`config.mk`:
```
export PLATFORM = sky130hd
export DESIGN_NAME = packed_tile_pixel_decoder_unit_flat
export DESIGN_NICKNAME = d
export VERILOG_FILES = /design/src/rtl/core/ptpd_pkg.sv /design/src/rtl/core/ptpd_ifs.sv /design/src/rtl/core/ptpd_palette_ram.sv /design/src/rtl/core/ptpd_pos_walker.sv /design/src/rtl/core/ptpd_pixel_out.sv /design/src/rtl/core/packed_tile_pixel_decoder_unit.sv /design/src/flat_wrapper.sv
export VERILOG_INCLUDE_DIRS = /design/src /design/src/rtl/core
export SDC_FILE = /design/constraint.sdc
export NUM_CORES = 1
export LEC_CHECK = 0
export ABC_AREA = 1
export BUFFER_PORTS_ARGS = -buffer_cell sky130_fd_sc_hd__buf_2
export CORE_MARGIN = 2
export CORE_UTILIZATION = 46
export CTS_BUF_LIST = sky130_fd_sc_hd__clkbuf_4 sky130_fd_sc_hd__clkbuf_8
export DETAILED_ROUTE_END_ITERATION = 8
export GPL_ROUTABILITY_DRIVEN = 0
export PLACE_DENSITY_LB_ADDON = 0.3
export SYNTH_ARGS = -nofsm -noshare
export SYNTH_HDL_FRONTEND = slang
export SYNTH_SLANG_ARGS = --single-unit
```
`constraint.sdc`:
```
create_clock -name clk -period 4.1 [get_ports clk]
set_input_delay 0.205 -clock clk [delete_from_list [all_inputs] [get_ports clk]]
set_output_delay 0.205 -clock clk [all_outputs]
set_load 0.01 [all_outputs]
```
`src/rtl/core/packed_tile_pixel_decoder_unit_macros.svh`:
```
// Assertion helpers for the tile decoder. Expect clk and arst_n in scope.
`ifndef PACKED_TILE_PIXEL_DECODER_UNIT_MACROS_SVH
`define PACKED_TILE_PIXEL_DECODER_UNIT_MACROS_SVH

// same-cycle implication
`define PTPD_ASSERT_NOW(label, ante, cons, msg) \
	label: assert property (@(posedge clk) disable iff (!arst_n) (ante) |-> (cons)) \
		else $error(msg);

// next-cycle implication
`define PTPD_ASSERT_NXT(label, ante, cons, msg) \
	label: assert property (@(posedge clk) disable iff (!arst_n) (ante) |=> (cons)) \
		else $error(msg);

`endif

```
`src/rtl/core/ptpd_pkg.sv`:
```
package ptpd_pkg;

	localparam int MAX_TILES_DEF = 64;
	localparam int PALETTE_SIZE  = 16;
	localparam int PAL_AW        = $clog2(PALETTE_SIZE);
	localparam int PAL_DW        = 9;
	localparam int CFG_W         = 7;
	localparam int CFG_IDX_W     = 2;
	localparam int OP_W          = 2;
	localparam int COORD_W       = 9;
	localparam int LVL_W         = 8;

	localparam logic [OP_W-1:0] OP_PALETTE = 2'd0;
	localparam logic [OP_W-1:0] OP_TILE    = 2'd1;
	localparam logic [OP_W-1:0] OP_RESTART = 2'd2;

	localparam logic [CFG_IDX_W-1:0] REG_TILES_WIDE = 2'd0;
	localparam logic [CFG_IDX_W-1:0] REG_TILES_HIGH = 2'd1;

	// position of the next tile byte, already in pixel units
	typedef struct packed {
		logic [COORD_W-1:0] x;
		logic [COORD_W-1:0] y;
		logic               done;
	} pos_t;

	// 3-bit field times 36 (field doubled, times 18)
	function automatic logic [LVL_W-1:0] lvl36(input logic [2:0] f);
		lvl36 = {f, 5'b0} + {3'b0, f, 2'b0};
	endfunction

endpackage

```
`src/rtl/core/ptpd_ifs.sv`:
```
interface ptpd_cfg_if;
	import ptpd_pkg::*;
	logic                 valid;
	logic                 ready;
	logic [CFG_IDX_W-1:0] idx;
	logic [CFG_W-1:0]     data;
	modport source (output valid, idx, data, input ready);
	modport sink (input valid, idx, data, output ready);
endinterface

interface ptpd_in_if;
	import ptpd_pkg::*;
	logic              valid;
	logic              ready;
	logic [OP_W-1:0]   op;
	logic [PAL_AW-1:0] palette_index;
	logic [15:0]       palette_word;
	logic [7:0]        tile_byte;
	modport source (output valid, op, palette_index, palette_word, tile_byte, input ready);
	modport sink (input valid, op, palette_index, palette_word, tile_byte, output ready);
endinterface

interface ptpd_out_if;
	import ptpd_pkg::*;
	logic               valid;
	logic               ready;
	logic [COORD_W-1:0] pixel_x;
	logic [COORD_W-1:0] pixel_y;
	logic [LVL_W-1:0]   red;
	logic [LVL_W-1:0]   green;
	logic [LVL_W-1:0]   blue;
	logic               transparent;
	logic               last;
	modport source (output valid, pixel_x, pixel_y, red, green, blue, transparent, last,
		input ready);
	modport sink (input valid, pixel_x, pixel_y, red, green, blue, transparent, last,
		output ready);
endinterface

```
`src/rtl/core/ptpd_palette_ram.sv`:
```
module ptpd_palette_ram (
	input  logic                      clk,
	input  logic                      arst_n,
	input  logic                      we,
	input  logic [ptpd_pkg::PAL_AW-1:0] waddr,
	input  logic [ptpd_pkg::PAL_DW-1:0] wdata,
	input  logic                      re,
	input  logic [ptpd_pkg::PAL_AW-1:0] raddr_a,
	input  logic [ptpd_pkg::PAL_AW-1:0] raddr_b,
	output logic [ptpd_pkg::PAL_DW-1:0] rdata_a,
	output logic [ptpd_pkg::PAL_DW-1:0] rdata_b
);
	import ptpd_pkg::*;

	logic [PAL_DW-1:0]       mem [PALETTE_SIZE];
	logic [PALETTE_SIZE-1:0] vld_q;

	always_ff @(posedge clk) begin
		if (we) begin
			mem[waddr] <= wdata;
		end
	end

	// unwritten entries read as zero
	always_ff @(posedge clk or negedge arst_n) begin
		if (!arst_n) begin
			vld_q <= '0;
		end else if (we) begin
			vld_q[waddr] <= 1'b1;
		end
	end

	always_ff @(posedge clk) begin
		if (re) begin
			rdata_a <= vld_q[raddr_a] ? mem[raddr_a] : '0;
			rdata_b <= vld_q[raddr_b] ? mem[raddr_b] : '0;
		end
	end

endmodule

```
`src/rtl/core/ptpd_pos_walker.sv`:
```
module ptpd_pos_walker #(
	parameter int MAX_TILES = ptpd_pkg::MAX_TILES_DEF
) (
	input  logic                     clk,
	input  logic                     arst_n,
	input  logic                     step,
	input  logic                     restart,
	input  logic [ptpd_pkg::CFG_W-1:0] tiles_wide,
	input  logic [ptpd_pkg::CFG_W-1:0] tiles_high,
	output ptpd_pkg::pos_t           pos
);
	import ptpd_pkg::*;

	localparam int COL_W = (MAX_TILES > 1) ? $clog2(MAX_TILES) : 1;
	localparam int ROW_W = $clog2(MAX_TILES + 1);
	localparam int DIM_W = (ROW_W > CFG_W) ? ROW_W : CFG_W;

	logic [4:0]       byte_q;
	logic [COL_W-1:0] col_q;
	logic [ROW_W-1:0] row_q;
	logic [DIM_W-1:0] w_ext, h_ext, w, h;
	logic             col_wrap;

	always_comb begin
		w_ext = DIM_W'(tiles_wide);
		h_ext = DIM_W'(tiles_high);
		if (w_ext == '0) begin
			w = DIM_W'(1);
		end else if (w_ext > DIM_W'(MAX_TILES)) begin
			w = DIM_W'(MAX_TILES);
		end else begin
			w = w_ext;
		end
		if (h_ext == '0) begin
			h = DIM_W'(1);
		end else if (h_ext > DIM_W'(MAX_TILES)) begin
			h = DIM_W'(MAX_TILES);
		end else begin
			h = h_ext;
		end
		col_wrap = (DIM_W'(col_q) + DIM_W'(1)) >= w;
	end

	always_ff @(posedge clk or negedge arst_n) begin
		if (!arst_n) begin
			byte_q <= '0;
			col_q  <= '0;
			row_q  <= '0;
		end else if (restart) begin
			byte_q <= '0;
			col_q  <= '0;
			row_q  <= '0;
		end else if (step) begin
			byte_q <= byte_q + 5'd1;
			if (byte_q == 5'd31) begin
				if (col_wrap) begin
					col_q <= '0;
					row_q <= row_q + ROW_W'(1);
				end else begin
					col_q <= col_q + COL_W'(1);
				end
			end
		end
	end

	assign pos.x    = COORD_W'({col_q, byte_q[1:0], 1'b0});
	assign pos.y    = COORD_W'({row_q, byte_q[4:2]});
	assign pos.done = DIM_W'(row_q) >= h;

endmodule

```
`src/rtl/core/ptpd_pixel_out.sv`:
```
module ptpd_pixel_out (
	input  logic                        clk,
	input  logic                        arst_n,
	input  logic                        load,
	input  ptpd_pkg::pos_t              pos,
	input  logic                        zero_hi,
	input  logic                        zero_lo,
	input  logic [ptpd_pkg::PAL_DW-1:0] rdata_a,
	input  logic [ptpd_pkg::PAL_DW-1:0] rdata_b,
	ptpd_out_if.source                  po,
	output logic                        take_ok
);
	import ptpd_pkg::*;

	logic               valid_s1, phase_s1;
	logic [COORD_W-1:0] x_s1, y_s1;
	logic               zero_hi_s1, zero_lo_s1;

	logic               out_vld_q;
	logic [COORD_W-1:0] x_q, y_q;
	logic [LVL_W-1:0]   r_q, g_q, b_q;
	logic               tr_q, last_q;

	logic               out_load;
	logic [PAL_DW-1:0]  ent;
	logic               tr;

	assign out_load = valid_s1 && (!out_vld_q || po.ready);
	assign take_ok  = !valid_s1 || (phase_s1 && out_load);
	assign ent      = phase_s1 ? rdata_b : rdata_a;
	assign tr       = phase_s1 ? zero_lo_s1 : zero_hi_s1;

	// pair stage: holds both pixels of a byte, sends high nybble first
	always_ff @(posedge clk or negedge arst_n) begin
		if (!arst_n) begin
			valid_s1 <= 1'b0;
			phase_s1 <= 1'b0;
		end else if (load) begin
			valid_s1 <= 1'b1;
			phase_s1 <= 1'b0;
		end else if (out_load) begin
			valid_s1 <= !phase_s1;
			phase_s1 <= !phase_s1;
		end
	end

	always_ff @(posedge clk) begin
		if (load) begin
			x_s1       <= pos.x;
			y_s1       <= pos.y;
			zero_hi_s1 <= zero_hi;
			zero_lo_s1 <= zero_lo;
		end
	end

	always_ff @(posedge clk or negedge arst_n) begin
		if (!arst_n) begin
			out_vld_q <= 1'b0;
		end else if (out_load) begin
			out_vld_q <= 1'b1;
		end else if (po.ready) begin
			out_vld_q <= 1'b0;
		end
	end

	always_ff @(posedge clk) begin
		if (out_load) begin
			x_q    <= {x_s1[COORD_W-1:1], phase_s1};
			y_q    <= y_s1;
			r_q    <= tr ? '0 : lvl36(ent[2:0]);
			g_q    <= tr ? '0 : lvl36(ent[5:3]);
			b_q    <= tr ? '0 : lvl36(ent[8:6]);
			tr_q   <= tr;
			last_q <= phase_s1;
		end
	end

	assign po.valid       = out_vld_q;
	assign po.pixel_x     = x_q;
	assign po.pixel_y     = y_q;
	assign po.red         = r_q;
	assign po.green       = g_q;
	assign po.blue        = b_q;
	assign po.transparent = tr_q;
	assign po.last        = last_q;

endmodule

```
`src/rtl/core/packed_tile_pixel_decoder_unit.sv`:
```
// A byte's palette lookups and pair stage load on accept; its pixels then pass the output register,
// high nybble first, one per cycle unless the output stalls (set by the single pixel output).
// A new byte enters as the second pixel is sent; palette writes, restarts and bytes past the grid
// end give no pixel. Reset: position counters cleared, both grid dimensions 1, palette reads as
// zero via per-entry valid bits (no clearing pass), pipeline and output empty.
module packed_tile_pixel_decoder_unit #(
	parameter int MAX_TILES = ptpd_pkg::MAX_TILES_DEF
) (
	input  logic       clk,
	input  logic       arst_n,
	ptpd_cfg_if.sink   cfg,
	ptpd_in_if.sink    pix_in,
	ptpd_out_if.source pix_out
);
	import ptpd_pkg::*;

	`include "packed_tile_pixel_decoder_unit_macros.svh"

	// grid size registers, raw; clamping lives in the walker
	logic [CFG_W-1:0] tiles_wide_q, tiles_high_q;

	logic        accept, tile_go, restart, pal_we;
	logic        take_ok;
	pos_t        pos;
	logic [PAL_DW-1:0] rdata_a, rdata_b;
	logic [PAL_DW-1:0] pal_wdata;

	// config is always takeable
	assign cfg.ready = 1'b1;

	always_ff @(posedge clk or negedge arst_n) begin
		if (!arst_n) begin
			tiles_wide_q <= CFG_W'(1);
			tiles_high_q <= CFG_W'(1);
		end else if (cfg.valid) begin
			case (cfg.idx)
				REG_TILES_WIDE: begin
					tiles_wide_q <= cfg.data;
				end
				REG_TILES_HIGH: begin
					tiles_high_q <= cfg.data;
				end
				default: begin
				end
			endcase
		end
	end

	// One item enters whenever the pair stage is free or empties this cycle.
	assign pix_in.ready = take_ok;
	assign accept       = pix_in.valid && pix_in.ready;
	assign pal_we       = accept && (pix_in.op == OP_PALETTE);
	assign restart      = accept && (pix_in.op == OP_RESTART);
	// bytes after the last tile row are swallowed
	assign tile_go      = accept && (pix_in.op == OP_TILE) && !pos.done;

	// palette word -> {blue, green, red}, 3 bits each
	assign pal_wdata = {pix_in.palette_word[11:9], pix_in.palette_word[7:5],
		pix_in.palette_word[3:1]};

	// Both nybbles are looked up at the accept edge, so a palette write that
	// follows the byte cannot leak into its pixels.
	ptpd_palette_ram u_ram (
		.clk     (clk),
		.arst_n  (arst_n),
		.we      (pal_we),
		.waddr   (pix_in.palette_index),
		.wdata   (pal_wdata),
		.re      (tile_go),
		.raddr_a (pix_in.tile_byte[7:4]),
		.raddr_b (pix_in.tile_byte[3:0]),
		.rdata_a (rdata_a),
		.rdata_b (rdata_b)
	);

	ptpd_pos_walker #(
		.MAX_TILES (MAX_TILES)
	) u_walk (
		.clk        (clk),
		.arst_n     (arst_n),
		.step       (tile_go),
		.restart    (restart),
		.tiles_wide (tiles_wide_q),
		.tiles_high (tiles_high_q),
		.pos        (pos)
	);

	// index 0 is always transparent, whatever the entry holds
	ptpd_pixel_out u_out (
		.clk     (clk),
		.arst_n  (arst_n),
		.load    (tile_go),
		.pos     (pos),
		.zero_hi (pix_in.tile_byte[7:4] == '0),
		.zero_lo (pix_in.tile_byte[3:0] == '0),
		.rdata_a (rdata_a),
		.rdata_b (rdata_b),
		.po      (pix_out),
		.take_ok (take_ok)
	);

	`PTPD_ASSERT_NOW(a_tr_black, pix_out.valid && pix_out.transparent,
		pix_out.red == '0 && pix_out.green == '0 && pix_out.blue == '0,
		"transparent pixel with nonzero colour")
	`PTPD_ASSERT_NXT(a_pair_busy, tile_go, !pix_in.ready,
		"input taken while pixel pair still pending")
	`PTPD_ASSERT_NXT(a_second_follows, pix_out.valid && pix_out.ready && !pix_out.last,
		pix_out.valid && pix_out.last, "second pixel did not follow the first")
	`PTPD_ASSERT_NXT(a_restart_home, restart, pos.x == '0 && pos.y == '0 && !pos.done,
		"restart did not return to origin")

endmodule

```
`src/flat_wrapper.sv`:
```
// flat-port wrapper written by rule: the top's interface ports become plain ports
module packed_tile_pixel_decoder_unit_flat import ptpd_pkg::*;
#(
	parameter int MAX_TILES = ptpd_pkg::MAX_TILES_DEF
)
  (clk, arst_n, cfg_valid, cfg_idx, cfg_data, cfg_ready, pix_in_valid, pix_in_op, pix_in_palette_index, pix_in_palette_word, pix_in_tile_byte, pix_in_ready, pix_out_valid, pix_out_pixel_x, pix_out_pixel_y, pix_out_red, pix_out_green, pix_out_blue, pix_out_transparent, pix_out_last, pix_out_ready);
  ptpd_cfg_if cfg_i ();
  ptpd_in_if pix_in_i ();
  ptpd_out_if pix_out_i ();
  input  logic clk;
  input  logic arst_n;
  input wire logic [$bits(cfg_i.valid)-1:0] cfg_valid;
  input wire logic [$bits(cfg_i.idx)-1:0] cfg_idx;
  input wire logic [$bits(cfg_i.data)-1:0] cfg_data;
  output wire logic [$bits(cfg_i.ready)-1:0] cfg_ready;
  input wire logic [$bits(pix_in_i.valid)-1:0] pix_in_valid;
  input wire logic [$bits(pix_in_i.op)-1:0] pix_in_op;
  input wire logic [$bits(pix_in_i.palette_index)-1:0] pix_in_palette_index;
  input wire logic [$bits(pix_in_i.palette_word)-1:0] pix_in_palette_word;
  input wire logic [$bits(pix_in_i.tile_byte)-1:0] pix_in_tile_byte;
  output wire logic [$bits(pix_in_i.ready)-1:0] pix_in_ready;
  output wire logic [$bits(pix_out_i.valid)-1:0] pix_out_valid;
  output wire logic [$bits(pix_out_i.pixel_x)-1:0] pix_out_pixel_x;
  output wire logic [$bits(pix_out_i.pixel_y)-1:0] pix_out_pixel_y;
  output wire logic [$bits(pix_out_i.red)-1:0] pix_out_red;
  output wire logic [$bits(pix_out_i.green)-1:0] pix_out_green;
  output wire logic [$bits(pix_out_i.blue)-1:0] pix_out_blue;
  output wire logic [$bits(pix_out_i.transparent)-1:0] pix_out_transparent;
  output wire logic [$bits(pix_out_i.last)-1:0] pix_out_last;
  input wire logic [$bits(pix_out_i.ready)-1:0] pix_out_ready;
  assign cfg_i.valid = cfg_valid;
  assign cfg_i.idx = cfg_idx;
  assign cfg_i.data = cfg_data;
  assign cfg_ready = cfg_i.ready;
  assign pix_in_i.valid = pix_in_valid;
  assign pix_in_i.op = pix_in_op;
  assign pix_in_i.palette_index = pix_in_palette_index;
  assign pix_in_i.palette_word = pix_in_palette_word;
  assign pix_in_i.tile_byte = pix_in_tile_byte;
  assign pix_in_ready = pix_in_i.ready;
  assign pix_out_valid = pix_out_i.valid;
  assign pix_out_pixel_x = pix_out_i.pixel_x;
  assign pix_out_pixel_y = pix_out_i.pixel_y;
  assign pix_out_red = pix_out_i.red;
  assign pix_out_green = pix_out_i.green;
  assign pix_out_blue = pix_out_i.blue;
  assign pix_out_transparent = pix_out_i.transparent;
  assign pix_out_last = pix_out_i.last;
  assign pix_out_i.ready = pix_out_ready;
  packed_tile_pixel_decoder_unit #(.MAX_TILES(MAX_TILES)) u_core (.clk(clk), .arst_n(arst_n), .cfg(cfg_i), .pix_in(pix_in_i), .pix_out(pix_out_i));
endmodule
```
==> impl_metrics.csv, run 1 <==
group,metric,value,unit
timing,final-hold-violation-count,0,
run,drv_cap,0,
grt,antenna_found_initial,1,
power,peakVddDrop,0.301,mV
power,total_power,6.58,mW
clock_network,clock_tree.root_cell,"clkbuf_8",
timing,period_minus_slack,3.01,ns
logic_synthesis,synth-seq-cells,260,
grt,grt_max_degree,74,
layout,final_nets,1416,
power,powerDensity,473,nW/um^2
timing,grt_setup_unrepaired,"no",
timing,tns,0,ns
logic_synthesis,post_synth_instance_area,12500,um^2
clock_network,cts.sinks,260,
detailed_routing,wl_per_cell,17.7,um
die,core_region_area,26800,um^2
grt,grt_pass1_vias,8800,
logic_synthesis,ys_warn_count,0,
critical_path,crit_type,"flip-flop to flip-flop",
die,start_util,0.465,
die,dieWidth,169,um
grt,grt_remaining_overflow,0,
detailed_routing,dr.first_iter.drc_count,883,
clock_network,ctsLongestPathBuffers,3,
outcome,status,"finished, final reports clean",
critical_path,crit_arrival,3.18,ns
clock_network,path_clk_slew,0.07,ns
clock_network,cts_resized,0,
timing,max_slew_margin,0.295,
timing,tightest_slew,1.05,ns
clock_network,postCtsSetupBuffers,0,
logic_synthesis,syn_avg_cell_area,9.65,um^2
clock_network,clock_latency,0.57,ns
critical_path,crit_required,4.27,ns
timing,period_share,0.733,
layout,drive_above_1_share,0.130,
timing,setup_viol,0,
clock_network,postCtsHoldBufs,9,
grt,grt_use_total,0.214,
detailed_routing,drc,0,
clock_network,cts_tree,"yes",
hold_path,min_path_type,"input port to flip-flop",
detailed_routing,postRouteWirelength,30600,um
die,ios,91,
placement,dp_hpwl,19200,um
critical_path,reg2reg_depth,11,
layout,fillers,2369,
detailed_routing,viasPerCell,5.45,
die,dieArea,28400,um^2
detailed_routing,vias,9430,
critical_path,end_kind,"flip-flop",
layout,synthToLayoutAreaGrowth,11.6,%
critical_path,startpoint_type,"flip-flop",
clock_network,h-tree-depth,2,
logic_synthesis,ys_types,37,
logic_synthesis,synth_cells,1290,
timing,max_freq,0.333,GHz
die,die_h,169,um
grt,grt_pass1_wl,46900,um
power,leakage,5.88,nW
hold_path,hold_depth,1,
logic_synthesis,ys_seq_area_frac,0.607,
layout,final_common_cell,"nand2_1",
detailed_routing,ant_nets,0,
clock_network,cts_buffers,44,
timing,skew,0.0229,ns
layout,diodes,0,
detailed_routing,dr.pass1.iters,6,
die,fp-row-count,60,
placement,port_buffers,76,
critical_path,critPathMaxFanout,48,
layout,layout_common_cells,"nand2_1, edfxtp_1, nand3_1",
timing,slew_viol_final,0,
==> metrics by stage <==
step	hold WS, ns	utilization	area, um^2	std cells	setup WS (ns)
after floorplan	-0.0906	-	12500	1295	1.74
after global routing	0.0270	0.519	13900	1729	0.753
after global placement	0.364	0.482	12900	1640	1.18
after detailed placement	0.370	0.482	12900	1640	1.13
after CTS	0.0249	0.519	13900	1729	1.09
final	0.0482	0.519	13900	1729	1.09
==> cell type report <==
| class | count | area [um^2] | share of cell area |
|---|---|---|---|
| Clock buffer | 62 | 759 | 0.0546 |
| Sequential cell | 260 | 7550 | 0.543 |
| Multi-Input combinational cell | 836 | 4060 | 0.292 |
| Tap cell | 341 | 427 | 0.0307 |
| Inverter | 119 | 447 | 0.0321 |
| Clock inverter | 18 | 121 | 0.00873 |
| Timing Repair Buffer | 93 | 536 | 0.0385 |
==> cells in the mapped netlist <==
cell      count  area (um^2)
a21oi_1      47          235
buf_6         1         11.3
nand2_2       3         18.8
a31o_2        1         8.76
nor2_1       46          173
dfrtp_1      49         1230
a31oi_1       5         31.3
nand4_1      44          275
nor4_1        4         25.0
nand3_1     136          681
conb_1        2         7.51
dfstp_2       2         52.6
nand2_4       2         22.5
inv_1       114          428
buf_4        17          128
nand3_2       1         10.0
o21bai_1      6         45.0
inv_2         4         15.0
buf_2        35          175
or2_2         8         50.1
xor2_1        7         61.3
o21ai_4       1         16.3
nand3b_1      3         22.5
clkinv_1      1         3.75
nand2_1     387         1450
o21ai_2       1         8.76
ha_1         18          225
edfxtp_1    209         6280
nor3_1        3         15.0
o21ai_1       2         10.0
o211ai_1     38          285
o21ai_0      63          315
clkbuf_1     25         93.8
nand4_4       1         21.3
nor3_2        1         10.0
xnor2_1       1         8.76
buf_1         2         7.51
==> critical path: stages, from the launching register on <==
cell     delay, ns
dfrtp_1       0.39
nor4_1        0.28
nand2_1       0.10
nand2_1       0.11
nand2_1       0.06
o21ai_0       0.10
ha_1          0.27
nand3_1       0.07
nand2_1       0.04
o21ai_0       0.20
nand3_2       0.24
inv_2         0.72
==> kinds of logic (layout without fill, tap and decap cells) <==
group / after synthesis / in the layout / synth area share
buf+inv: 199 / 292 / 0.0692
compound gates: 164 / 164 / 0.0768
xor+xnor: 8 / 8 / 0.00563
fa+ha+maj: 18 / 18 / 0.0181
flops: 260 / 260 / 0.607
simple gates: 639 / 639 / 0.223
other cells: 2 / 7 / 0.000603
==> where the power goes <==
group	switching, mW	total, mW	internal (mW)
logic	0.673	1.00	0.329
clock network	1.05	2.32	1.27
registers	0.138	3.26	3.12
total	1.86	6.58	4.71
==> per-layer routing <==
metal | global-route usage | wire length, um | vias up
met1 | 0.296 | 13200 | 4356
met2 | 0.334 | 13500 | 457
met4 | 0.103 | 1190 | 2
met5 | 0 | 19 | -
met3 | 0.0348 | 2720 | 88
li1 | - | - | 4527
==> flip-flops by register name (all words and copies together) (netlist names), 3 cells and up <==
signal,flops
u_core.u_ram.mem,144
u_core.u_ram.vld_q,16
u_core.u_out.po.pixel_x,9
u_core.u_out.po.pixel_y,9
u_core.u_out.y_s1,9
u_core.u_ram.rdata_a,9
u_core.u_ram.rdata_b,9
u_core.u_out.x_s1,8
u_core.tiles_high_q,7
u_core.tiles_wide_q,7
u_core.u_walk.row_q,7
u_core.u_walk.col_q,6
u_core.u_walk.byte_q,5
u_core.u_out.po.blue,3
u_core.u_out.po.green,3
u_core.u_out.po.red,3
==> path summary, 6_finish.rpt <==
path,from,to,slack [ns]
setup / recovery,u_core.tiles_high_q[4],u_core.u_out.x_s1[3],1.09
hold / removal,pix_in_palette_word[10],u_core.u_ram.mem[0][7],0.05
setup reg to reg,u_core.tiles_high_q[4],u_core.u_out.x_s1[3],1.09
hold reg to reg,u_core.u_out.x_s1[4],u_core.u_out.po.pixel_x[4],0.42
max in group asynchronous,arst_n,u_core.tiles_wide_q[2],3.35
min in group asynchronous,arst_n,u_core.u_ram.vld_q[3],0.31
No activity file was read; power rests on OpenSTA's default activity.
==> run 2, diff against run 1 <==
==> constraint.sdc (replaced) <==
create_clock -name clk -period 2.7 [get_ports clk]
set_input_delay 0.135 -clock clk [delete_from_list [all_inputs] [get_ports clk]]
set_output_delay 0.135 -clock clk [all_outputs]
set_load 0.01 [all_outputs]
==> impl_metrics.csv, run 2 (synthesis gave the netlist of run 1 again) <==
group,metric,value,unit
outcome,status,"finished, final reports clean",
detailed_routing,vias,9588,
timing,setup_viol,0,
clock_network,ctsLongestPathBuffers,3,
clock_network,cts.sinks,260,
grt,antenna_found_initial,1,
critical_path,startpoint_type,"flip-flop",
layout,diodes,0,
grt,grt_pass1_vias,8969,
die,die_h,169,um
layout,top_regs,"u_core.u_ram.mem: 144 flops, u_core.u_ram.vld_q: 16 flops",
detailed_routing,viasPerCell,5.41,
detailed_routing,ant_nets,0,
power,peakVddDrop,0.416,mV
grt,use_met1,0.302,
clock_network,cts_tree,"yes",
grt,grt_use_total,0.220,
hold_path,min_path_type,"input port to flip-flop",
power,leakage,6.10,nW
die,dieWidth,169,um
timing,final-hold-violation-count,0,
timing,slew_viol_final,0,
layout,synthToLayoutAreaGrowth,14.7,%
detailed_routing,postRouteWirelength,30900,um
timing,grt_setup_unrepaired,"no",
layout,largest_reg_flops,144,
layout,largest-register,"u_core.u_ram.mem",
detailed_routing,dr.pass1.iters,7,
die,core_region_area,26800,um^2
timing,tightest_slew,0.842,ns
grt,gr-max-usage-layer,"met2",
layout,final_common_cell,"nand2_1",
die,dieArea,28400,um^2
die,fp-row-count,60,
grt,grt_max_degree,88,
timing,max_freq,0.410,GHz
timing,max_slew_margin,0.439,
clock_network,cts_buffers,45,
layout,layout_common_cells,"nand2_1, edfxtp_1, nand3_1",
placement,port_buffers,76,
layout,final_nets,1460,
run,drv_cap,0,
layout,finalInstanceArea,14300,um^2
critical_path,critPathMaxFanout,31,
detailed_routing,wl_per_cell,17.5,um
timing,tns,0,ns
detailed_routing,drc,0,
clock_network,clock_tree.root_cell,"clkbuf_8",
critical_path,crit_required,2.95,ns
detailed_routing,dr.first_iter.drc_count,1071,
timing,skew,0.0464,ns
timing,period_minus_slack,2.44,ns
power,powerDensity,704,nW/um^2
timing,period_share,0.903,
die,start_util,0.465,
grt,use_met2,0.354,
grt,grt_remaining_overflow,0,
clock_network,path_clk_slew,0.07,ns
critical_path,end_kind,"flip-flop",
layout,drive_above_1_share,0.150,
placement,placed_area,13200,um^2
critical_path,crit_arrival,2.68,ns
clock_network,clock_latency,0.59,ns
die,ios,91,
grt,grt_pass1_wl,48500,um
critical_path,crit_type,"flip-flop to flip-flop",
clock_network,h-tree-depth,2,
placement,dp_hpwl,20000,um
grt,grt_use_met3,0.0407,
==> run 2: what timing repair did <==
item / CTS / global route
setup buffers: 0 / 3
setup endpoints to repair: 0 / 51
gates resized for setup: 0 / 2
endpoints found under the hold margin: 178 / 0
hold buffers: 18 / 0
==> run 2: report_power, final <==
part | internal (mW) | leakage (nW) | switching, mW
clock | 1.93 | 0.465 | 1.59
combinational | 0.548 | 3.09 | 1.07
sequential | 4.74 | 2.55 | 0.185
==> run 2: worst max-delay path, stage by stage (launching register included) <==
cell,delay [ns]
dfrtp_1,0.41
nor4_2,0.26
nand2_1,0.09
nand2_1,0.11
nand2_1,0.05
o21ai_0,0.08
ha_1,0.26
nand3_1,0.07
nand2_1,0.04
o21ai_0,0.20
nand3_2,0.20
inv_2,0.14
buf_12,0.20
==> run 2: worst paths after layout <==
kind,start,slack (ns),depth (start not counted),endpoint
min in group asynchronous,arst_n,0.20,2,u_core.u_ram.vld_q[10]
hold / removal,pix_in_op[1],0.03,4,u_core.u_walk.byte_q[0]
setup / recovery,u_core.tiles_high_q[4],0.26,12,u_core.u_out.x_s1[2]
max in group asynchronous,arst_n,1.83,3,u_core.u_ram.vld_q[5]
setup reg to reg,u_core.tiles_high_q[4],0.26,12,u_core.u_out.x_s1[2]
hold reg to reg,u_core.u_out.x_s1[4],0.42,0,u_core.u_out.po.pixel_x[4]
==> run 2: layer usage <==
layer / part of all wire / vias up
li1: - / 4610
met1: 0.42 / 4432
met2: 0.45 / 467
met3: 0.091 / 77
met4: 0.031 / 2
met5: 0.00036 / -
==> run 2: through the flow <==
step                       util  cells  hold slack (ns)  setup slack (ns)  power (mW)
final                     0.533   1771           0.0266             0.263        10.1
after global routing      0.533   1771           0.0252            0.0428        10.5
after CTS                 0.532   1768           0.0117            0.0881        10.1
after detailed placement  0.492   1671            0.293             0.154        6.58
after global placement    0.492   1671            0.280             0.186        6.53
after floorplan               -   1295           -0.161             0.344        6.05
==> run 2: layout make-up <==
class	instances	area (um^2)
fillers	2378	12500
inverters	119	447
well taps	341	427
clock buffers	61	758
repair buffers	136	910
clock inverters	18	125
flip-flops and latches	260	7550
multi-input cells	836	4060
